--- src/rtl/pdd_pkg.sv ---
// ----------------------------------------------------------------------------
// Polyline point dedup package
// Types, constants and distance helpers shared by the dedup unit modules.
// ----------------------------------------------------------------------------
package pdd_pkg;

	localparam int COORD_W = 32;
	localparam int TOL_W   = 41;
	localparam int SAT_W   = 21;
	localparam int SQ_W    = 41;
	localparam int SUM_W   = 43;

	// Difference magnitude saturates at 2^20 before squaring.
	localparam logic [SAT_W-1:0] DIFF_SAT = 21'h100000;

	localparam int PENDING_DEPTH_DEF = 8;
	localparam int CMD_QUEUE_DEPTH   = 4;
	localparam int RES_QUEUE_DEPTH   = 2;

	localparam int CFG_IDX_W  = 2;
	localparam int CFG_DATA_W = 41;

	typedef enum logic [CFG_IDX_W-1:0] {
		CFG_DIM_MODE = 2'd0,
		CFG_CLOSED   = 2'd1,
		CFG_TOL      = 2'd2
	} cfg_reg_t;

	localparam logic [1:0]       DIM_2D       = 2'd2;
	localparam logic [1:0]       DIM_MODE_RST = 2'd3;
	localparam logic             CLOSED_RST   = 1'b0;
	localparam logic [TOL_W-1:0] TOL_RST      = 41'd43;

	typedef struct packed {
		logic signed [COORD_W-1:0] coord_x;
		logic signed [COORD_W-1:0] coord_y;
		logic signed [COORD_W-1:0] coord_z;
		logic                      final_vertex;
	} vertex_word_t;

	typedef struct packed {
		logic signed [COORD_W-1:0] out_x;
		logic signed [COORD_W-1:0] out_y;
		logic signed [COORD_W-1:0] out_z;
		logic                      carries_point;
		logic                      run_last;
		logic                      polyline_end;
		logic                      pending_overflow;
	} result_word_t;

	typedef struct packed {
		logic signed [COORD_W-1:0] x;
		logic signed [COORD_W-1:0] y;
		logic signed [COORD_W-1:0] z;
	} point_t;

	typedef enum logic [1:0] {
		CMD_DROP,
		CMD_KEEP,
		CMD_PEND
	} cmd_kind_t;

	typedef struct packed {
		cmd_kind_t kind;
		logic      final_vertex;
		point_t    pt;
	} cmd_word_t;

	localparam int CMD_W = $bits(cmd_word_t);
	localparam int RES_W = $bits(result_word_t);

	// Exact difference, magnitude, saturate at 2^20.
	function automatic logic [SAT_W-1:0] sat_diff(input logic signed [COORD_W-1:0] a,
			input logic signed [COORD_W-1:0] b);
		logic signed [COORD_W:0] d;
		logic [COORD_W:0]        mag;
		d   = {a[COORD_W-1], a} - {b[COORD_W-1], b};
		mag = d[COORD_W] ? (COORD_W+1)'(-d) : (COORD_W+1)'(d);
		return (mag > (COORD_W+1)'(DIFF_SAT)) ? DIFF_SAT : mag[SAT_W-1:0];
	endfunction

	function automatic logic [SQ_W-1:0] square(input logic [SAT_W-1:0] m);
		logic [SQ_W-1:0] w;
		w = SQ_W'(m);
		return w * w;
	endfunction

	function automatic result_word_t point_word(input point_t p, input logic last,
			input logic fin, input logic ovf);
		result_word_t r;
		r.out_x            = p.x;
		r.out_y            = p.y;
		r.out_z            = p.z;
		r.carries_point    = 1'b1;
		r.run_last         = last;
		r.polyline_end     = fin;
		r.pending_overflow = ovf;
		return r;
	endfunction

	function automatic result_word_t end_word();
		result_word_t r;
		r              = '0;
		r.run_last     = 1'b1;
		r.polyline_end = 1'b1;
		return r;
	endfunction

endpackage

--- src/rtl/pdd_queue.sv ---
// ----------------------------------------------------------------------------
// Dedup queue
// Small first-in first-out buffer with full and empty flags.
// ----------------------------------------------------------------------------
module pdd_queue import pdd_pkg::*; #(
	parameter int WIDTH = CMD_W,
	parameter int DEPTH = CMD_QUEUE_DEPTH
) (
	input  logic             clk,
	input  logic             arst_n,
	input  logic             push,
	input  logic [WIDTH-1:0] wr_data,
	output logic             full,
	input  logic             pop,
	output logic [WIDTH-1:0] rd_data,
	output logic             empty
);

	localparam int PW = (DEPTH > 1) ? $clog2(DEPTH) : 1;
	localparam int CW = $clog2(DEPTH + 1);

	logic [WIDTH-1:0] mem [DEPTH];
	logic [PW-1:0]    wr_ptr_q, rd_ptr_q;
	logic [CW-1:0]    count_q;
	logic             do_push, do_pop;
	logic [PW-1:0]    wr_next, rd_next;

	assign full    = (count_q == CW'(DEPTH));
	assign empty   = (count_q == '0);
	assign do_push = push && !full;
	assign do_pop  = pop && !empty;
	assign rd_data = mem[rd_ptr_q];
	assign wr_next = (wr_ptr_q == PW'(DEPTH - 1)) ? '0 : wr_ptr_q + 1'b1;
	assign rd_next = (rd_ptr_q == PW'(DEPTH - 1)) ? '0 : rd_ptr_q + 1'b1;

	always_ff @(posedge clk) begin
		if (do_push) begin
			mem[wr_ptr_q] <= wr_data;
		end
	end

	always_ff @(posedge clk or negedge arst_n) begin
		if (!arst_n) begin
			wr_ptr_q <= '0;
			rd_ptr_q <= '0;
			count_q  <= '0;
		end else begin
			if (do_push) begin
				wr_ptr_q <= wr_next;
			end
			if (do_pop) begin
				rd_ptr_q <= rd_next;
			end
			case ({do_push, do_pop})
				2'b10: count_q <= count_q + 1'b1;
				2'b01: count_q <= count_q - 1'b1;
				default: count_q <= count_q;
			endcase
		end
	end

endmodule

--- config.mk ---
export PLATFORM = sky130hd
export DESIGN_NAME = pdd_queue
export DESIGN_NICKNAME = d
export VERILOG_FILES = /design/src/rtl/pdd_pkg.sv /design/src/rtl/pdd_queue.sv
export SDC_FILE = /design/constraint.sdc
export NUM_CORES = 1
export LEC_CHECK = 0
export BUFFER_PORTS_ARGS = -buffer_cell sky130_fd_sc_hd__buf_2
export CORE_UTILIZATION = 61
export DETAILED_ROUTE_END_ITERATION = 12
export GPL_ROUTABILITY_DRIVEN = 0
export GPL_TIMING_DRIVEN = 0
export PLACE_DENSITY_LB_ADDON = 0.2
export SYNTH_ARGS = -nofsm -noshare
export SYNTH_HDL_FRONTEND = slang
export SYNTH_SLANG_ARGS = --single-unit
--- constraint.sdc ---
create_clock -name clk -period 8.3 [get_ports clk]
set_input_delay 1.245 -clock clk [delete_from_list [all_inputs] [get_ports clk]]
set_output_delay 1.245 -clock clk [all_outputs]
set_load 0.005 [all_outputs]
==> results of run 1 <==
-- final timing paths --
check / depth (start not counted) / endpoint / startpoint
worst max register to register: 4 / mem[3][35] / count_q[2]
min in group asynchronous: 1 / count_q[2] / arst_n
worst max-delay path: 4 / rd_data[87] / rd_ptr_q[1]
worst min-delay path: 1 / count_q[2] / count_q[2]
max in group asynchronous: 1 / wr_ptr_q[1] / arst_n
worst min register to register: 1 / count_q[2] / count_q[2]
-- registers in the layout, indices dropped and copies added (netlist names) --
register	flops
mem	396
count_q	3
rd_ptr_q	2
wr_ptr_q	2
-- kinds of logic after synthesis --
kind of cell	share of synthesized area (%)
XOR/XNOR	0.178
adder cells (fa/ha/maj)	0.645
buffers and inverters	1.37
flip-flops	81.8
multiplexers	15.5
AND/OR/NAND/NOR	0.467
-- cell usage in the layout (no fill, tap or decap) --
cell        Yosys  routed
clkbuf_1        2      11
nor3b_2         1       1
clkinv_2        0       8
nand2b_1        1       1
mux2_2          4       4
dfrtp_1         7       7
nor2b_2         1       1
bufinv_16       0       5
fa_1            1       1
xnor2_1         1       1
inv_1           7       7
mux2i_1         1       1
xor2_1          2       2
inv_6           0       2
mux4_2         99      99
clkinv_1        0       8
and2_4          0       4
buf_16          0       4
buf_2           8     211
buf_6          10      10
nor2_1          3       3
nor3_1          1       1
diode_2         0       3
edfxtp_1      396     396
buf_4           2       2
ha_1            6       6
clkbuf_16       0      41
clkinvlp_4      0       1
-- routing by layer --
layer,global-route usage [%],share of wire [%],vias to the layer above
met4,6.10,1.8,0
met5,0,0,-
li1,-,-,2915
met2,36.3,52,222
met3,5.95,7.3,30
met1,28.2,39,3464
-- where the power goes --
part           total (W)  switching [W]  internal [W]
registers        0.00278      0.0000959       0.00269
clock network    0.00177       0.000710       0.00106
logic            0.00175       0.000885      0.000866
total            0.00631        0.00169       0.00462
-- cell type report --
| type | instances | area, µm² |
|---|---|---|
| buffer | 22 | 175 |
| fill | 1315 | 6020 |
| clock inverter | 24 | 245 |
| inverter | 7 | 26.3 |
| multi-input combinational | 125 | 2480 |
| timing repair buffer | 207 | 1130 |
| clock buffer | 50 | 1060 |
| sequential | 403 | 12100 |
| antenna | 3 | 7.51 |
| tap | 319 | 399 |
-- metrics by stage --
| step | utilization, % | setup slack, ns | power, W | std cells |
|---|---|---|---|---|
| floorplan | - | 4.03 | 0.00391 | 557 |
| global placement | 68.4 | 2.44 | 0.00456 | 1079 |
| detailed placement | 68.9 | 5.20 | 0.00461 | 1083 |
| CTS | 74.5 | 4.82 | 0.00639 | 1157 |
| global route | 74.5 | 4.81 | 0.00658 | 1157 |
| finish | 74.5 | 4.87 | 0.00631 | 1160 |
==> results.yml, run 1 <==
timing:
  rsz0062_at_grt: "no"
  hold_violations: 0
  worstMarginPinSlew_ns: 0.821
  max_slew_margin_pct: 45.2
  clock_skew_ns: 0.00969
  timing.fmax_ghz: 0.291
  report.final.slew_viol_count: 0
  finalSetupTns_ns: 0
  fin_crit_ns: 3.43
  setup_viol: 0
  whs_ns: 0.521
  period_share_pct: 41.3
status:
  status: "finished clean"
final_layout:
  drive_above_1_share_pct: 46.9
  final_nets: 916
  design_area_um2: 17600
  synthToLayoutAreaGrowth_pct: 19.3
hold_path:
  hp-class: "register to register"
global_routing:
  grt_max_degree: 54
  antenna_found_initial: 3
  grt_pass1_vias: 6965
  grt_pass1_wl_mm: 38.8
  track_usage_pct: 21.7
  grt-ovfl-total: 0
placed_design:
  hpwl_mm: 16.3
  portBuffers: 203
  place_area_um2: 16300
setup_path:
  critical_path_buf_inv_count: 3
  cp_cell_sequence: "buf_4, clkbuf_1, mux4_2, buf_2"
  crit_type: "register to output pin"
  critPathMaxStageDelay_ns: 0.52
  cp-start-kind: "register"
  ff2ff_setup_slack_ns: 6.00
  cpLargestDelayFamily: "buffers and inverters"
  critPathMaxFanout: 10
  crit_slowest_cell: "clkbuf_1"
  worstPathRequired_ns: 7.05
  worstSetupEndpointType: "output pin"
  cp_data_arrival_time_ns: 2.19
clock_network:
  cts_resized: 0
  insertion_delay_ns: 0.52
  cts_tree: "done"
  numCtsBuffers: 40
  path_clk_slew_ns: 0.06
  post-cts-setup-buffers: 0
  ctsRootBufferMaster: "clkbuf_16"
  h-tree-depth: 2
  clock-sinks: 403
  clk_path_buf_depth: 3
  cts_hold_buf: 0
routing:
  first_iter_violations: 416
  vias_per_cell: 5.72
  dr.pass1.iters: 5
  drc_errors: 0
  routed_wl_mm: 26.4
  postRouteAntennaNets: 0
  avgRoutedWirePerCell_um: 22.7
  vias: 6631
floorplanning:
  rows: 56
  pin_count: 204
  die_area_um2: 24800
  core_um2: 23600
  initial_core_util_pct: 62.4
  die_h_um: 157
  die_x_um: 157
synthesis:
  yosys_register_bits: 403
  synth_edf_count: 396
  syn_inst: 557
  synth_cell_types: 20
  yosys-top-cells-area: "edfxtp_1, mux4_2, dfrtp_1"
  syn_nets: 667
  post-synth-top-count-cell: "edfxtp_1"
  synth_common_cells: "edfxtp_1, mux4_2, buf_6"
  ys_seq_area_share_pct: 81.8
  synth_area_um2: 14700
  syn-mean-instance-area_um2: 26.5
  synth-async-reset-ratio_pct: 1.74
  synth_top_cell_by_area: "edfxtp_1"
  yosysWarnings: 0
  synthFlopType: "edfxtp_1"
  synth_top_area_share_pct: 80.7
run:
  drv_cap: 0
power_and_ir_drop:
  p_leak_nw: 6.08
  peakVddDrop_mv: 0.265
  p_per_area_nw_per_um2: 359
Power figures use the tool's default switching activity.
==> run 2: changes to the inputs <==
CORE_UTILIZATION = 51   (was 61)
clock period = 3.06 ns   (was 8.3 ns; I/O delays follow)
==> results.yml, run 2 (same netlist as run 1, synthesis figures left out) <==
status:
  status: "finished clean"
global_routing:
  antenna_found_initial: 2
  track_usage_pct: 18.0
  grt_max_degree: 53
  grt_pass1_wl_mm: 39.2
  grt-ovfl-total: 0
  grt_pass1_vias: 7027
routing:
  vias_per_cell: 5.39
  avgRoutedWirePerCell_um: 21.2
  drc_errors: 0
  vias: 6576
  first_iter_violations: 460
  routed_wl_mm: 25.9
  dr.pass1.iters: 5
  postRouteAntennaNets: 0
final_layout:
  multiInputGateArea_um2: 2480
  fin_cells: 1219
  regMostFlops: "mem"
  layout_common_cells: "edfxtp_1, buf_2, mux4_2, clkbuf_16, clkinv_1"
  largest_reg_flops: 396
  fillers: 1975
  final_nets: 919
  ff_latch_area_um2: 12100
  synthToLayoutAreaGrowth_pct: 19.7
  utilization_pct: 62.8
  reg_top3: "mem (396), count_q (3)"
  final_common_cell: "edfxtp_1"
  drive_above_1_share_pct: 46.5
setup_path:
  worstSetupEndpointType: "output pin"
  worstPathRequired_ns: 2.60
  cp_data_arrival_time_ns: 2.18
  critPathMaxFanout: 10
  crit_type: "register to output pin"
  cp-start-kind: "register"
timing:
  worstMarginPinSlew_ns: 0.816
  period_share_pct: 86.3
  clock_skew_ns: 0.0122
  rsz0062_at_grt: "no"
  report.final.slew_viol_count: 0
  fin_crit_ns: 2.64
  setup_viol: 0
  max_slew_margin_pct: 45.6
  whs_ns: 0.159
  timing.fmax_ghz: 0.379
  hold_violations: 0
clock_network:
  clk_path_buf_depth: 3
  cts_resized: 0
  post-cts-setup-buffers: 0
  h-tree-depth: 2
  ctsRootBufferMaster: "clkbuf_16"
  numCtsBuffers: 40
  clock-sinks: 403
  cts_tree: "done"
  path_clk_slew_ns: 0.07
  insertion_delay_ns: 0.51
hold_path:
  hp-class: "primary input to register"
power_and_ir_drop:
  peakVddDrop_mv: 0.585
  p_leak_nw: 6.06
  p_comb_share_pct: 28.1
  finalPower_w: 0.0169
  power.switching_w: 0.00452
  pwr-share-seq_pct: 44.6
  intPower_w: 0.0123
  netSwitchingFraction_pct: 26.8
  clkPwrFrac_pct: 27.3
  p_per_area_nw_per_um2: 956
placed_design:
  hpwl_mm: 16.1
  place_inst: 1144
  portBuffers: 203
floorplanning:
  core_um2: 28100
  pin_count: 204
  die_h_um: 172
  die_area_um2: 29600
  initial_core_util_pct: 52.5
  die_x_um: 172
  rows: 61
run:
  drv_cap: 0
## run 2: worst paths after layout
kind	endpoint	slack [ns]	startpoint	cells past startpoint
setup / recovery	rd_data[85]	0.42	rd_ptr_q[1]	4
setup reg to reg	mem[0][37]	0.71	count_q[2]	4
hold / removal	mem[3][95]	0.16	wr_data[95]	1
min in group asynchronous	count_q[2]	0.32	arst_n	2
max in group asynchronous	wr_ptr_q[0]	2.58	arst_n	2
hold reg to reg	count_q[2]	0.51	count_q[2]	1
## run 2: power groups by stage
stage	registers, W	clock network (W)	logic [W]
detailed placement	0.00765	0	0.00488
global route	0.00760	0.00492	0.00518
finish	0.00752	0.00461	0.00474
CTS	0.00753	0.00471	0.00490
floorplan	0.00759	0	0.00295
global placement	0.00766	0	0.00468
## run 2: final cells by class
cell class / instances / area share (%)
antenna: 2 / 0.0284
buffer: 22 / 0.993
clock buffer: 46 / 5.92
clock inverter: 26 / 1.09
inverter: 7 / 0.149
multi-input combinational: 125 / 14.1
sequential: 403 / 68.4
tap: 378 / 2.68
timing repair buffer: 210 / 6.67
## run 2: stage by stage
stage,setup WS (ns),TNS [ns],instance area [µm²]
3_3_place_gp,-0.376,-143.33,16200
6_report,0.419,0,17600
4_1_cts,0.370,0,17600
5_1_grt,0.311,0,17600
3_5_place_dp,0.650,0,16400
2_1_floorplan,0.597,0,14700
## run 2: critical path, stage by stage (launching register included)
cell and delay, ns:
dfrtp_1 0.36, buf_4 0.22, clkbuf_1 0.53, mux4_2 0.42, buf_2 0.14
## run 2: repair_timing
item | in CTS | in global routing
endpoints found under the hold margin | 7 | 0
setup endpoints to repair | 0 | 0
hold buffers | 1 | 0
## run 2: metal layers
layer | wire length (µm) | global-route usage, %
met1 | 10400 | 22.7
met2 | 13400 | 31.3
met3 | 1570 | 4.07
met4 | 487 | 5.16
met5 | 22 | 0
==> run 3: changes to the inputs <==
ABC_AREA = 1   (was unset)
CORE_UTILIZATION = 58   (was 51)
clock period = 3 ns   (was 3.06 ns; I/O delays follow)
==> results.yml, run 3 <==
global_routing:
  grt_pass1_wl_mm: 53.8
  track_usage_pct: 25.2
  grt_max_degree: 30
  grt_pass1_vias: 9886
  grt-ovfl-total: 0
  antenna_found_initial: 6
timing:
  max_slew_margin_pct: 37.5
  setup_viol: 0
  period_share_pct: 89.7
  rsz0062_at_grt: "no"
  worstMarginPinSlew_ns: 0.936
  worst_slack_ns: 0.309
  clock_skew_ns: 0.0198
  timing.fmax_ghz: 0.372
  hold_violations: 0
  report.final.slew_viol_count: 0
  fin_crit_ns: 2.69
clock_network:
  clk_path_buf_depth: 3
  insertion_delay_ns: 0.53
  cts_tree: "done"
  h-tree-depth: 2
  clock-sinks: 403
  path_clk_slew_ns: 0.06
  cts_resized: 0
  ctsRootBufferMaster: "clkbuf_16"
  numCtsBuffers: 40
power_and_ir_drop:
  finalPower_w: 0.0188
  peakVddDrop_mv: 0.543
  p_leak_nw: 7.68
  p_per_area_nw_per_um2: 986
floorplanning:
  core_um2: 27000
  die_area_um2: 28300
  rows: 60
  die_x_um: 168
  initial_core_util_pct: 59.3
  pin_count: 204
  die_h_um: 168
routing:
  vias_per_cell: 5.45
  first_iter_violations: 868
  avgRoutedWirePerCell_um: 19.1
  routed_wl_mm: 35.3
  postRouteAntennaNets: 0
  drc_errors: 0
  vias: 10100
  dr.pass1.iters: 5
synthesis:
  syn-mean-instance-area_um2: 13.2
  synth_top_cell_by_area: "edfxtp_1"
  yosysWarnings: 0
  syn_inst: 1215
  synth_top_area_share_pct: 74.2
  synth_edf_count: 396
  synth-async-reset-ratio_pct: 1.74
  yosys_register_bits: 403
  yosys-top-cells-area: "edfxtp_1, o211ai_1, nand2_1"
  ys_seq_area_share_pct: 75.3
  synth_cell_types: 17
  syn_nets: 1325
  synth_area_um2: 16000
  synth_common_cells: "edfxtp_1, nand2_1, inv_1"
  synthFlopType: "edfxtp_1"
  post-synth-top-count-cell: "edfxtp_1"
setup_path:
  crit_slowest_cell: "dfrtp_1"
  crit_type: "register to output pin"
  cp-start-kind: "register"
  cp_data_arrival_time_ns: 2.24
  critPathMaxStageDelay_ns: 0.43
  worstPathRequired_ns: 2.55
  critPathMaxFanout: 10
  worstSetupEndpointType: "output pin"
  cp_cell_sequence: "inv_2, buf_2, buf_2, o211ai_1, nand2_1, buf_2"
  cpMostUsedCell: "buf_2"
placed_design:
  dp_slack_ns: 0.433
  portBuffers: 203
  hpwl_mm: 22.3
  place_inst: 1773
run:
  drv_cap: 0
final_layout:
  drive_above_1_share_pct: 21.4
  synthToLayoutAreaGrowth_pct: 18.9
  reg_top3: "mem (396), count_q (3)"
  utilization_pct: 70.5
  largest_reg_flops: 396
  regMostFlops: "mem"
  fin_cells: 1849
  layout_common_cells: "edfxtp_1, nand2_1, buf_2, inv_1, o211ai_1"
  final_nets: 1585
  final_common_cell: "edfxtp_1"
hold_path:
  hp-class: "primary input to register"
status:
  status: "finished clean"
==> run 3: cell count changes in the layout (fill, tap and decap cells not counted), sizes merged, moves of 23 or more <==
cell / before / now
inv: 8 / 214
o211ai: 0 / 198
nand2: 0 / 312
mux4: 99 / 0
clkbuf: 48 / 71
buf: 229 / 263
==> run 3: power breakdown <==
| part | total [W] | switching (W) | internal, W | leakage, nW |
|---|---|---|---|---|
| clock | 0.00475 | 0.00199 | 0.00276 | 0.602 |
| sequential | 0.00762 | 0.000248 | 0.00737 | 3.71 |
| combinational | 0.00642 | 0.00415 | 0.00227 | 3.37 |
==> run 3: repair_timing <==
action,4_1_cts,5_1_grt
hold endpoints to repair,7,0
setup buffers,0,0
hold buffers,1,0
==> run 3: per-layer routing <==
layer / track usage, % / up-vias / routed length (µm)
met5: 0 / - / 25
met3: 4.82 / 62 / 2570
met2: 41.5 / 380 / 17300
li1: - / 4759 / -
met4: 8.02 / 4 / 766
met1: 34.3 / 4876 / 14600
==> run 3: area by class of cell <==
type / instances / area (µm²)
sequential: 403 / 12100
fill: 1835 / 7970
multi-input combinational: 533 / 2860
timing repair buffer: 218 / 1330
clock buffer: 52 / 1070
inverter: 214 / 803
tap: 341 / 427
buffer: 65 / 325
clock inverter: 19 / 168
antenna: 4 / 10.0
==> run 3: critical path: cells and delay by family (launching register included) <==
kind	cells	cell delay, ns
compound gates	1	0.13
buf+inv	4	1.01
flops	1	0.43
simple gates	1	0.13
==> run 3: worst paths after layout <==
kind / end / startpoint / cells after the start / slack [ns]
min in group asynchronous: count_q[2] / arst_n / 2 / 0.28
max reg2reg: mem[3][42] / count_q[1] / 6 / 0.46
min reg2reg: count_q[0] / count_q[0] / 1 / 0.47
max in group asynchronous: rd_ptr_q[0] / arst_n / 2 / 2.56
min: mem[0][90] / wr_data[90] / 1 / 0.13
max: rd_data[94] / rd_ptr_q[1] / 6 / 0.31
==> run 3: cell families after synthesis <==
group                      after synthesis  share of synthesized area, %
AOI/OAI and AO/OA                      199                          9.31
xor gates and xnor gates                 1                        0.0547
adders and majority gates                7                         0.593
buffers and inverters                  279                          7.04
DFF                                    403                          75.3
and+or+nand+nor                        326                          7.71
==> run 3: through the flow <==
stage               instance area (µm²)  hold WS (ns)  setup TNS [ns]
floorplan                         16000         0.154         -301.77
global placement                  17500         0.291        -1110.04
detailed placement                17800         0.296               0
CTS                               19000         0.117               0
global route                      19100         0.121               0
finish                            19100         0.131               0
