File: config.mk
export PLATFORM = sky130hd
export DESIGN_NAME = pdd_back
export DESIGN_NICKNAME = d
export VERILOG_FILES = /design/src/rtl/pdd_pkg.sv /design/src/rtl/pdd_back.sv
export SDC_FILE = /design/constraint.sdc
export NUM_CORES = 1
export LEC_CHECK = 0
export BUFFER_PORTS_ARGS = -buffer_cell sky130_fd_sc_hd__buf_2
export CORE_MARGIN = 3
export CORE_UTILIZATION = 35
export DETAILED_ROUTE_END_ITERATION = 12
export SYNTH_ARGS = -nofsm -noshare
export SYNTH_HDL_FRONTEND = slang
export SYNTH_SLANG_ARGS = --single-unit
export TNS_END_PERCENT = 10
File: constraint.sdc
create_clock -name clk -period 16.3 [get_ports clk]
set_input_delay 0 -clock clk [delete_from_list [all_inputs] [get_ports clk]]
set_output_delay 0 -clock clk [all_outputs]
set_load 0.01 [all_outputs]
File: src/rtl/pdd_pkg.sv
// ----------------------------------------------------------------------------
// Polyline point dedup package
// Types, constants and distance helpers shared by the dedup unit modules.
// ----------------------------------------------------------------------------
package pdd_pkg;

	localparam int COORD_W = 32;
	localparam int TOL_W   = 41;
	localparam int SAT_W   = 21;
	localparam int SQ_W    = 41;
	localparam int SUM_W   = 43;

	// Difference magnitude saturates at 2^20 before squaring.
	localparam logic [SAT_W-1:0] DIFF_SAT = 21'h100000;

	localparam int PENDING_DEPTH_DEF = 8;
	localparam int CMD_QUEUE_DEPTH   = 4;
	localparam int RES_QUEUE_DEPTH   = 2;

	localparam int CFG_IDX_W  = 2;
	localparam int CFG_DATA_W = 41;

	typedef enum logic [CFG_IDX_W-1:0] {
		CFG_DIM_MODE = 2'd0,
		CFG_CLOSED   = 2'd1,
		CFG_TOL      = 2'd2
	} cfg_reg_t;

	localparam logic [1:0]       DIM_2D       = 2'd2;
	localparam logic [1:0]       DIM_MODE_RST = 2'd3;
	localparam logic             CLOSED_RST   = 1'b0;
	localparam logic [TOL_W-1:0] TOL_RST      = 41'd43;

	typedef struct packed {
		logic signed [COORD_W-1:0] coord_x;
		logic signed [COORD_W-1:0] coord_y;
		logic signed [COORD_W-1:0] coord_z;
		logic                      final_vertex;
	} vertex_word_t;

	typedef struct packed {
		logic signed [COORD_W-1:0] out_x;
		logic signed [COORD_W-1:0] out_y;
		logic signed [COORD_W-1:0] out_z;
		logic                      carries_point;
		logic                      run_last;
		logic                      polyline_end;
		logic                      pending_overflow;
	} result_word_t;

	typedef struct packed {
		logic signed [COORD_W-1:0] x;
		logic signed [COORD_W-1:0] y;
		logic signed [COORD_W-1:0] z;
	} point_t;

	typedef enum logic [1:0] {
		CMD_DROP,
		CMD_KEEP,
		CMD_PEND
	} cmd_kind_t;

	typedef struct packed {
		cmd_kind_t kind;
		logic      final_vertex;
		point_t    pt;
	} cmd_word_t;

	localparam int CMD_W = $bits(cmd_word_t);
	localparam int RES_W = $bits(result_word_t);

	// Exact difference, magnitude, saturate at 2^20.
	function automatic logic [SAT_W-1:0] sat_diff(input logic signed [COORD_W-1:0] a,
			input logic signed [COORD_W-1:0] b);
		logic signed [COORD_W:0] d;
		logic [COORD_W:0]        mag;
		d   = {a[COORD_W-1], a} - {b[COORD_W-1], b};
		mag = d[COORD_W] ? (COORD_W+1)'(-d) : (COORD_W+1)'(d);
		return (mag > (COORD_W+1)'(DIFF_SAT)) ? DIFF_SAT : mag[SAT_W-1:0];
	endfunction

	function automatic logic [SQ_W-1:0] square(input logic [SAT_W-1:0] m);
		logic [SQ_W-1:0] w;
		w = SQ_W'(m);
		return w * w;
	endfunction

	function automatic result_word_t point_word(input point_t p, input logic last,
			input logic fin, input logic ovf);
		result_word_t r;
		r.out_x            = p.x;
		r.out_y            = p.y;
		r.out_z            = p.z;
		r.carries_point    = 1'b1;
		r.run_last         = last;
		r.polyline_end     = fin;
		r.pending_overflow = ovf;
		return r;
	endfunction

	function automatic result_word_t end_word();
		result_word_t r;
		r              = '0;
		r.run_last     = 1'b1;
		r.polyline_end = 1'b1;
		return r;
	endfunction

endpackage

File: src/rtl/pdd_back.sv
// ----------------------------------------------------------------------------
// Dedup back end
// Holds the pending buffer and turns commands into result words.
// ----------------------------------------------------------------------------
module pdd_back import pdd_pkg::*; #(
	parameter int PENDING_DEPTH = PENDING_DEPTH_DEF
) (
	input  logic         clk,
	input  logic         arst_n,
	input  logic         cmd_empty,
	input  cmd_word_t    cmd,
	output logic         cmd_pop,
	input  logic         res_full,
	output logic         res_push,
	output result_word_t res
);

	localparam int PW = (PENDING_DEPTH > 1) ? $clog2(PENDING_DEPTH) : 1;
	localparam int CW = $clog2(PENDING_DEPTH + 1);
	localparam int SW = ((PW > CW) ? PW : CW) + 1;

	point_t        pend_mem [PENDING_DEPTH];
	logic [PW-1:0] head_q;
	logic [CW-1:0] count_q;

	point_t        head_pt;
	logic          count_zero, count_full;
	logic [SW-1:0] tail_sum, tail_wrap;
	logic [PW-1:0] tail_idx, head_next;
	logic          pop_head, wr_pend, clear_pend;

	assign head_pt    = pend_mem[head_q];
	assign count_zero = (count_q == '0);
	assign count_full = (count_q == CW'(PENDING_DEPTH));
	assign tail_sum   = SW'(head_q) + SW'(count_q);
	assign tail_wrap  = (tail_sum >= SW'(PENDING_DEPTH)) ? tail_sum - SW'(PENDING_DEPTH) : tail_sum;
	assign tail_idx   = tail_wrap[PW-1:0];
	assign head_next  = (head_q == PW'(PENDING_DEPTH - 1)) ? '0 : head_q + 1'b1;

	always_comb begin
		res        = '0;
		res_push   = 1'b0;
		cmd_pop    = 1'b0;
		pop_head   = 1'b0;
		wr_pend    = 1'b0;
		clear_pend = 1'b0;
		if (!cmd_empty) begin
			case (cmd.kind)
				CMD_KEEP: begin
					if (!count_zero) begin
						// flush oldest pending word first
						res      = point_word(head_pt, 1'b0, 1'b0, 1'b0);
						res_push = !res_full;
						pop_head = !res_full;
					end else begin
						res      = point_word(cmd.pt, 1'b1, cmd.final_vertex, 1'b0);
						res_push = !res_full;
						cmd_pop  = !res_full;
					end
				end
				CMD_PEND: begin
					if (count_full) begin
						// evict oldest, new vertex takes its slot
						res        = point_word(head_pt, 1'b1, cmd.final_vertex, 1'b1);
						res_push   = !res_full;
						cmd_pop    = !res_full;
						pop_head   = !res_full;
						wr_pend    = !res_full;
						clear_pend = !res_full && cmd.final_vertex;
					end else if (cmd.final_vertex) begin
						res        = end_word();
						res_push   = !res_full;
						cmd_pop    = !res_full;
						clear_pend = !res_full;
					end else begin
						cmd_pop = 1'b1;
						wr_pend = 1'b1;
					end
				end
				CMD_DROP: begin
					if (cmd.final_vertex) begin
						res        = end_word();
						res_push   = !res_full;
						cmd_pop    = !res_full;
						clear_pend = !res_full;
					end else begin
						cmd_pop = 1'b1;
					end
				end
				default: begin
					cmd_pop = 1'b1;
				end
			endcase
		end
	end

	always_ff @(posedge clk) begin
		if (wr_pend) begin
			pend_mem[tail_idx] <= cmd.pt;
		end
	end

	always_ff @(posedge clk or negedge arst_n) begin
		if (!arst_n) begin
			head_q  <= '0;
			count_q <= '0;
		end else begin
			if (pop_head) begin
				head_q <= head_next;
			end
			if (clear_pend) begin
				count_q <= '0;
			end else begin
				case ({wr_pend, pop_head})
					2'b10: count_q <= count_q + 1'b1;
					2'b01: count_q <= count_q - 1'b1;
					default: count_q <= count_q;
				endcase
			end
		end
	end

endmodule

==> results of run 1 <==
==> path summary, 6_finish.rpt <==
kind,startpoint,end,slack [ns],cells past startpoint
min in group asynchronous,arst_n,count_q[1],0.42,3
max in group asynchronous,arst_n,head_q[1],15.56,3
max,head_q[0],res[52],11.93,8
max reg2reg,head_q[0],pend_mem[3][53],12.13,8
min,cmd[88],pend_mem[2][88],0.23,2
min reg2reg,count_q[3],count_q[3],0.67,2
==> placed cells by master, fill, tap and decap left out, types with 4 or more instances in the layout <==
| master | count |
|---|---|
| clkinv_2 | 10 |
| mux2i_1 | 99 |
| clkbuf_16 | 80 |
| buf_2 | 204 |
| clkbuf_1 | 14 |
| dfrtp_1 | 4 |
| mux4_2 | 192 |
| nand2_1 | 6 |
| a21oi_1 | 101 |
| nor2_4 | 9 |
| ha_1 | 9 |
| bufinv_16 | 9 |
| inv_1 | 5 |
| dlygate4sd3_1 | 104 |
| nand2b_1 | 5 |
| edfxtp_1 | 768 |
| nor2_1 | 197 |
| clkinv_1 | 14 |
| buf_4 | 24 |
==> kinds of logic after synthesis <==
kind of cell,count (synthesis),share of synthesized area
DFF,775,0.755
muxes,293,0.173
and+or+nand+nor,237,0.0323
AOI/OAI and AO/OA,115,0.0198
buffers and inverters,94,0.0130
adders and majority gates,11,0.00496
xor gates and xnor gates,4,0.00114
==> layer usage <==
| metal | wire (um) | share of wire | up-vias |
|---|---|---|---|
| li1 | - | - | 6843 |
| met1 | 32000 | 0.46 | 8189 |
| met2 | 32900 | 0.47 | 403 |
| met3 | 3450 | 0.050 | 73 |
| met4 | 984 | 0.014 | 2 |
| met5 | 13 | 0.00019 | - |
==> state kept, by name, indices dropped and copies added (netlist names) <==
| signal | cells |
|---|---|
| pend_mem | 768 |
| head_q | 3 |
| count_q | 4 |
==> area by class of cell <==
class / instances / share of cell area
timing repair buffer: 334 / 0.0622
inverter: 5 / 0.000512
multi-input combinational: 660 / 0.196
clock inverter: 40 / 0.0119
tap: 1155 / 0.0394
clock buffer: 94 / 0.0560
antenna: 3 / 0.000205
sequential: 775 / 0.634
==> power by group <==
group | internal (uW) | switching (uW)
logic | 621 | 689
clock network | 1040 | 706
registers | 2270 | 79.2
==> per-stage QoR <==
| stage | setup slack (ns) | instance area, um2 | hold slack, ns |
|---|---|---|---|
| final | 11.93 | 36700 | 0.227 |
| after detailed placement | 12.05 | 33200 | -0.141 |
| after floorplan | 10.07 | 30800 | -0.296 |
| after CTS | 11.71 | 36700 | 0.195 |
| after global routing | 11.51 | 36700 | 0.218 |
| after global placement | 12.08 | 33200 | -0.145 |
==> critical path: stages, from the launching register on <==
cell	delay (ns)
dfrtp_4	0.82
buf_4	0.67
buf_12	0.68
mux4_2	0.60
mux2i_1	0.18
nor2_1	0.06
a21oi_1	0.39
nor2_1	0.09
buf_2	0.17
==> impl_results.md, run 1 <==
* Status: finished, final reports clean
* Number of synthesized register bits at 775
* GRT Max-Usage Layer: met2
* Syn_nets at about 1600
* Storage element area at 23200 um2
* Worst-Skew Late Latency at 0.60 ns
* Fin cells at 3066
* Post-detailed-route count of antenna-violating nets at 0
* Die W at 302 um
* Peak VDD IR at 136 uV
* Final Hold Fails at 0
* Slew @ Worst Pin at 1.10 ns
* Num Clock Sinks at 775
* GR Overflow Total at 0
* Synthesized instance count at 1529
* Vias/cell at 5.06
* Worst setup path category: reg -> out
* Hold_buf cts at approximately 100
* Most frequent cell after synthesis: edfxtp_1
* Post-CTS Setup Bufs at 0
* CTS tree: done
* # IOs at 205
* Met3 GRT Util at 0.0245
* Fmax at roughly 230 MHz
* Worst Skew at roughly 0.012 ns
* Worst setup EP type: primary output
* Critical path required time at 16.30 ns
* Area Overhead vs Synth at 19.3%
* Synth top area share at 0.750
* Multi-input gate area at 7200 um2
* Top_reg_cell synth: edfxtp_1
* Setup TNS at 0 ns
* I/O Buffers at 204
* # rows at approximately 110
* Cts repair resizes at 0
* Layout cells sized above 1 at 0.287
* Min-delay worst type: in -> reg
* Slew Limit Fails at 0
* Post-Syn Area at 30800 um2
* First-pass GRT wire length at 104000 um
* Final min period at 4.37 ns
* CTS root buf: clkbuf_16
* Vias in the first global route at 16200
* Die H at between 300 and 400 um
* WL/cell at 22.6 um
* Placed cells at about 2800
* RSZ-0062 raised after global routing: no
* Total CTS buffers at between 70 and 80
* Via count at 15500
* Initial core utilization at 0.354
* PnR Total Power at 5410 uW
* Slew margin rel. at 0.265
* Iter 0 DRT Violations at 1249
* CORE AREA at a little under 90000 um2
* GRT Overall Usage at 0.152
* Synth unique cells at 43
* Final Setup Violations at 0
* Synth cell count leaders: edfxtp_1, nor2_1, mux4_2
* Max Root-Sink Buffers at 3
* Fill cells at 7651
* CP Launch Type: flip-flop
* H-tree depth at 3
* Cell Pwr Density at around 150 nW/um2
* Avg Cell Area, Syn at 20.1 um2
* Ranking of synthesized cells by area: edfxtp_1, mux4_2, mux2i_1, nor2_1, a21oi_1
* Final WL at 69300 um
* Met1 Usage GRT at 0.221
* Die ar. at 91500 um2
* MaxCap Viol Count at 0
* Final period util at 0.268
* Gpl congestion at a little under 0.7
* Largest net degree at the start of global routing at 152
* Seq/Total Area, Yosys at 0.755
* Finished Core Util at 0.422
* Post-synth top area cell: edfxtp_1
* Leak at 0.0118 uW
* Hpwl dp at ~39000 um
* EDFF count, synth at about 770
* Nets at 1967
* Initial antenna violation count at 4
* Post-route DRC at 0
* Router iterations before antenna repair at 5
* Met2 GRT Util at 0.241
* Critical path arrival at between 4 and 5 ns
* CP max FO at 101
* Clock slew at reported path FFs at 0.06 ns
* Yosys warnings at 0
* Ys async rst share at 0.00903
(Power assumes the default switching activity.)
==> run 2: changes to the inputs <==
==> constraint.sdc (replaced) <==
create_clock -name clk -period 4.3 [get_ports clk]
set_input_delay 0 -clock clk [delete_from_list [all_inputs] [get_ports clk]]
set_output_delay 0 -clock clk [all_outputs]
set_load 0.01 [all_outputs]
==> impl_results.md, run 2 (same netlist as run 1, synthesis figures left out) <==
* Status: finished, final reports clean
* Cell Pwr Density at 556 nW/um2
* Dpl cell area at around 33000 um2
* Worst R2R Start: head_q[0]
* CP Launch Type: flip-flop
* CTS tree: done
* Max Root-Sink Buffers at 3
* Critical path required time at 4.30 ns
* Reg with most FFs: pend_mem
* Router iterations before antenna repair at 5
* CTS root buf: clkbuf_16
* First-pass GRT wire length at 107000 um
* Internal power at 14900 uW
* Final min period at 3.67 ns
* I/O Buffers at 204
* Worst-Skew Late Latency at 0.62 ns
* Worst setup EP type: primary output
* Via count at 15800
* Largest regs: pend_mem x768, count_q x4, head_q x3
* Flop-to-flop setup slack at 1.08 ns
* PnR Total Power at 20500 uW
* RSZ-0062 raised after global routing: no
* Total CTS buffers at 80
* Post-detailed-route count of antenna-violating nets at 0
* Final Hold Fails at 0
* # rows at 108
* Crit path to: res[13]
* Finished Core Util at 0.424
* Gpl congestion at 0.719
* Final period util at 0.853
* Nets at roughly 2000
* Peak VDD IR at 345 uV
* Num Clock Sinks at 775
* Hpwl dp at 37200 um
* WL/cell at 23.1 um
* Most common cell after layout, fill and taps aside: edfxtp_1
* Leak at 0.0118 uW
* Final Setup Violations at 0
* Largest register FFs at 768
* Die W at 302 um
* Vias/cell at about 5.1
* Fin cells at about 3100
* Setup TNS at 0 ns
* CORE AREA at 87000 um2
* Initial core utilization at 0.354
* CP max FO at 34
* Iter 0 DRT Violations at 1293
* Fill cells at ~7700
* R2R cell count at 7
* Initial antenna violation count at 4
* Slew Limit Fails at 0
* Sequential share of power at 0.427
* Net switching power at 5620 uW
* Reg-to-reg endpoint: pend_mem[1][47]
* Slew margin rel. at 0.287
* GRT Overall Usage at 0.156
* Final WL at 71000 um
* Critical path arrival at 3.67 ns
* Worst Skew at 0.0210 ns
* Worst setup path category: reg -> out
* GR Overflow Total at 0
* Largest net degree at the start of global routing at 99
* Cts repair resizes at 0
* Most frequent cells in the layout: edfxtp_1, buf_2, nor2_1
* Area Overhead vs Synth at 20.0%
* Min-delay worst type: in -> reg
* Slew @ Worst Pin at between 1 and 1.5 ns
* H-tree depth at 3
* Clock power frac at 0.324
* Die ar. at 91500 um2
* Layout cells sized above 1 at 0.290
* Fmax at 273 MHz
* Placed cells at 2831
* Vias in the first global route at 16900
* Clock slew at reported path FFs at 0.06 ns
* Combinational share of power at 0.249
* # IOs at 205
* Die H at 302 um
* Final non-filler cell area at around 37000 um2
* MaxCap Viol Count at 0
* Sw frac at 0.274
* Post-route DRC at 0
* Worst Setup SP: head_q[0]
[run 2: cell count changes in the layout (fill, tap and decap cells not counted), sizes merged]
cell,delta
bufinv,-2
clkbuf,+5
clkinvlp,-3
dlygate4sd3,-3
clkinv,+8
diode,-1
buf,+6
[run 2: how the worst min path moves through the flow]
stage	slack, ns	cells after the start	from	endpoint
2_1_floorplan	-0.30	0	arst_n	count_q[0]
3_3_place_gp	-0.15	1	arst_n	count_q[1]
3_5_place_dp	-0.15	1	arst_n	count_q[3]
4_1_cts	0.002	4	cmd[96]	count_q[0]
5_1_grt	0.07	5	cmd[96]	count_q[3]
6_report	0.06	4	cmd[96]	count_q[0]
[run 2: final cells by class]
class                           instances  area (um2)  share of cell area
Sequential cell                       775       23200               0.630
Multi-Input combinational cell        660        7200               0.195
Timing Repair Buffer                  337        2500              0.0676
Clock buffer                           99        2120              0.0573
Tap cell                             1155        1450              0.0391
Clock inverter                         43         392              0.0106
Inverter                                5        18.8            0.000508
Antenna cell                            2        5.00            0.000136
[run 2: critical path, cell delays in order, from the launching register on]
cell and delay [ns]:
dfrtp_4 0.65, buf_4 0.51, buf_4 0.66, mux4_2 0.58, mux2i_1 0.19, nor2_1 0.07, a21oi_1 0.16, nor2_1 0.06
buf_2 0.17
[run 2: stage by stage]
step | setup slack (ns) | hold WS (ns)
after global routing | 0.222 | 0.0682
after global placement | 1.11 | -0.150
after floorplan | -0.324 | -0.296
final | 0.631 | 0.0555
after detailed placement | 1.06 | -0.151
after CTS | 0.448 | 0.00215
[run 2: power by group through the flow]
stage	Combinational, uW	Clock, uW	Sequential [uW]
finish	5110	6650	8770
detailed placement	5150	0	8930
CTS	5250	6860	8770
global placement	5100	0	8920
global route	5610	7140	8800
floorplan	3770	0	8860
[run 2: routing by layer]
| layer | part of all wire | up-vias | track usage |
|---|---|---|---|
| li1 | - | 6862 | - |
| met5 | 0.00018 | - | 0 |
| met2 | 0.49 | 428 | 0.257 |
| met3 | 0.050 | 84 | 0.0248 |
| met4 | 0.016 | 2 | 0.0405 |
| met1 | 0.44 | 8436 | 0.217 |
[run 2: what timing repair did]
action / CTS / global route
hold endpoints to repair: 779 / 0
buffers inserted: 0 / 0
hold buffers: 101 / 0
==> run 3: changes to the inputs <==
--- a/config.mk
+++ b/config.mk
@@ -7,8 +7,9 @@
 export LEC_CHECK = 0
 export BUFFER_PORTS_ARGS = -buffer_cell sky130_fd_sc_hd__buf_2
 export CORE_MARGIN = 3
-export CORE_UTILIZATION = 35
+export CORE_UTILIZATION = 60
 export DETAILED_ROUTE_END_ITERATION = 12
+export PLACE_DENSITY = 0.79
 export SYNTH_ARGS = -nofsm -noshare
 export SYNTH_HDL_FRONTEND = slang
 export SYNTH_SLANG_ARGS = --single-unit
==> impl_results.md, run 3 (same netlist as run 1, synthesis figures left out) <==
* Initial core utilization at 0.611
* Vias in the first global route at 16600
* Largest net degree at the start of global routing at 127
* Critical path required time at 4.30 ns
* Die W at 232 um
* Worst-Skew Late Latency at around 0.6 ns
* Finished Core Util at 0.714
* Slew Limit Fails at 0
* CORE AREA at approximately 50000 um2
* Post-route DRC at 0
* First-pass GRT wire length at between 100000 and 150000 um
* Clock power frac at 0.305
* Post-detailed-route count of antenna-violating nets at 0
* Hold WS at 0.229 ns
* CTS tree: done
* Fill cells at 2926
* Sequential share of power at 0.437
* Initial antenna violation count at 3
* Total CTS buffers at 74
* Most common cell after layout, fill and taps aside: edfxtp_1
* Setup TNS at 0 ns
* GRT Overall Usage at 0.252
* Die ar. at 54000 um2
* Critical path arrival at 3.69 ns
* Vias/cell at 6.19
* Internal power at approximately 14000 uW
* Fin cells at 2575
* Status: finished, final reports clean
* Met1 Usage GRT at 0.361
* Peak VDD IR at 538 uV
* Final Hold Fails at 0
* WL/cell at 25.8 um
* Final Setup Violations at 0
* Final min period at roughly 3.7 ns
* CP max FO at 120
* Slew margin rel. at 0.314
* GRT Max-Usage Layer: met2
* Leak at between 0.01 and 0.015 uW
* Area Overhead vs Synth at 17.0%
* Net switching power at 5470 uW
* MaxCap Viol Count at 0
* Min-delay worst type: in -> reg
* Most frequent cells in the layout: edfxtp_1, buf_2, nor2_1
* Worst Skew at 0.0245 ns
* Via count at 15900
* Worst setup EP type: primary output
* Final non-filler cell area at around 36000 um2
* Fmax at about 270 MHz
* Met3 GRT Util at 0.0402
* RSZ-0062 raised after global routing: no
* Sw frac at 0.274
* Final WL at 66400 um
* Final period util at 0.858
* Max Root-Sink Buffers at 3
* Worst setup path category: reg -> out
* Reg with most FFs: pend_mem
* Num Clock Sinks at 775
* Die H at 232 um
* CTS root buf: clkbuf_16
* Placed cells at roughly 2300
* Combinational share of power at 0.257
* # rows at 82
* Cts repair resizes at 0
* Slew @ Worst Pin at 1.03 ns
* Iter 0 DRT Violations at 1571
* Nets at 1965
* GR Overflow Total at 0
* Router iterations before antenna repair at 5
* Met2 GRT Util at 0.404
* Dpl cell area at 32700 um2
* H-tree depth at 3
* # IOs at between 200 and 250
* Largest register FFs at 768
* Layout cells sized above 1 at 0.287
* Hpwl dp at 33900 um
* Cell Pwr Density at ~550 nW/um2
* I/O Buffers at 204
* Gpl congestion at 0.714
* Largest regs: pend_mem x768, count_q x4, head_q x3
* Clock slew at reported path FFs at 0.06 ns
* CP Launch Type: flip-flop
run 3: changes by cell type in the layout (fill, tap and decap cells not counted):
cell / before / now
buf_12: 18 / 14
dlygate4sd3_1: 101 / 103
clkbuf_1: 17 / 8
clkbuf_16: 82 / 75
bufinv_16: 7 / 5
clkinvlp_4: 0 / 3
clkinv_8: 1 / 0
clkinv_1: 17 / 16
diode_2: 2 / 3
run 3: final timing paths:
path / start / to / slack (ns) / cells after the start
hold reg to reg: count_q[2] / count_q[2] / 0.71 / 2
max in group asynchronous: arst_n / head_q[0] / 3.56 / 3
setup / recovery: head_q[0] / res[33] / 0.61 / 8
setup reg to reg: count_q[2] / count_q[3] / 1.18 / 9
min in group asynchronous: arst_n / count_q[1] / 0.42 / 3
hold / removal: cmd[17] / pend_mem[4][17] / 0.23 / 2
run 3: layout make-up:
class                   instances  area (um2)  area share
diodes                          3        7.51    0.000209
inverters                       5        18.8    0.000521
multi-input cells             660        7200       0.200
clock inverters                42         334     0.00928
repair buffers                335        2440      0.0677
flip-flops and latches        775       23200       0.646
well taps                     672         841      0.0234
clock buffers                  83        1910      0.0530
run 3: power groups by stage:
stage          clock [uW]  sequential (uW)  combinational [uW]
3_5_place_dp            0             8880                5070
2_1_floorplan           0             8860                3770
5_1_grt              6510             8750                5570
3_3_place_gp            0             8860                5020
6_report             6090             8730                5130
4_1_cts              6210             8730                5190
run 3: worst max-delay path: stages (launching register included):
cell	delay (ns)
dfrtp_4	0.44
buf_12	0.66
buf_4	0.59
mux4_2	0.58
mux2i_1	0.15
nor2_1	0.05
a21oi_1	0.21
nor2_1	0.07
buf_2	0.17
run 3: what timing repair did:
item / CTS / global route
endpoints found under the hold margin: 779 / 0
buffers inserted: 0 / 0
hold buffers: 103 / 0
run 3: per-stage QoR:
step	setup slack, ns	power [uW]
final	0.609	20000
after global routing	0.249	20800
after CTS	0.521	20100
after detailed placement	1.19	14000
after global placement	1.17	13900
after floorplan	-0.324	12600
run 3: metal layers:
metal,routed length (um),vias to the layer above
li1,-,6833
met1,26200,8200
met2,33500,791
met3,5120,108
met4,1580,2
met5,8,-
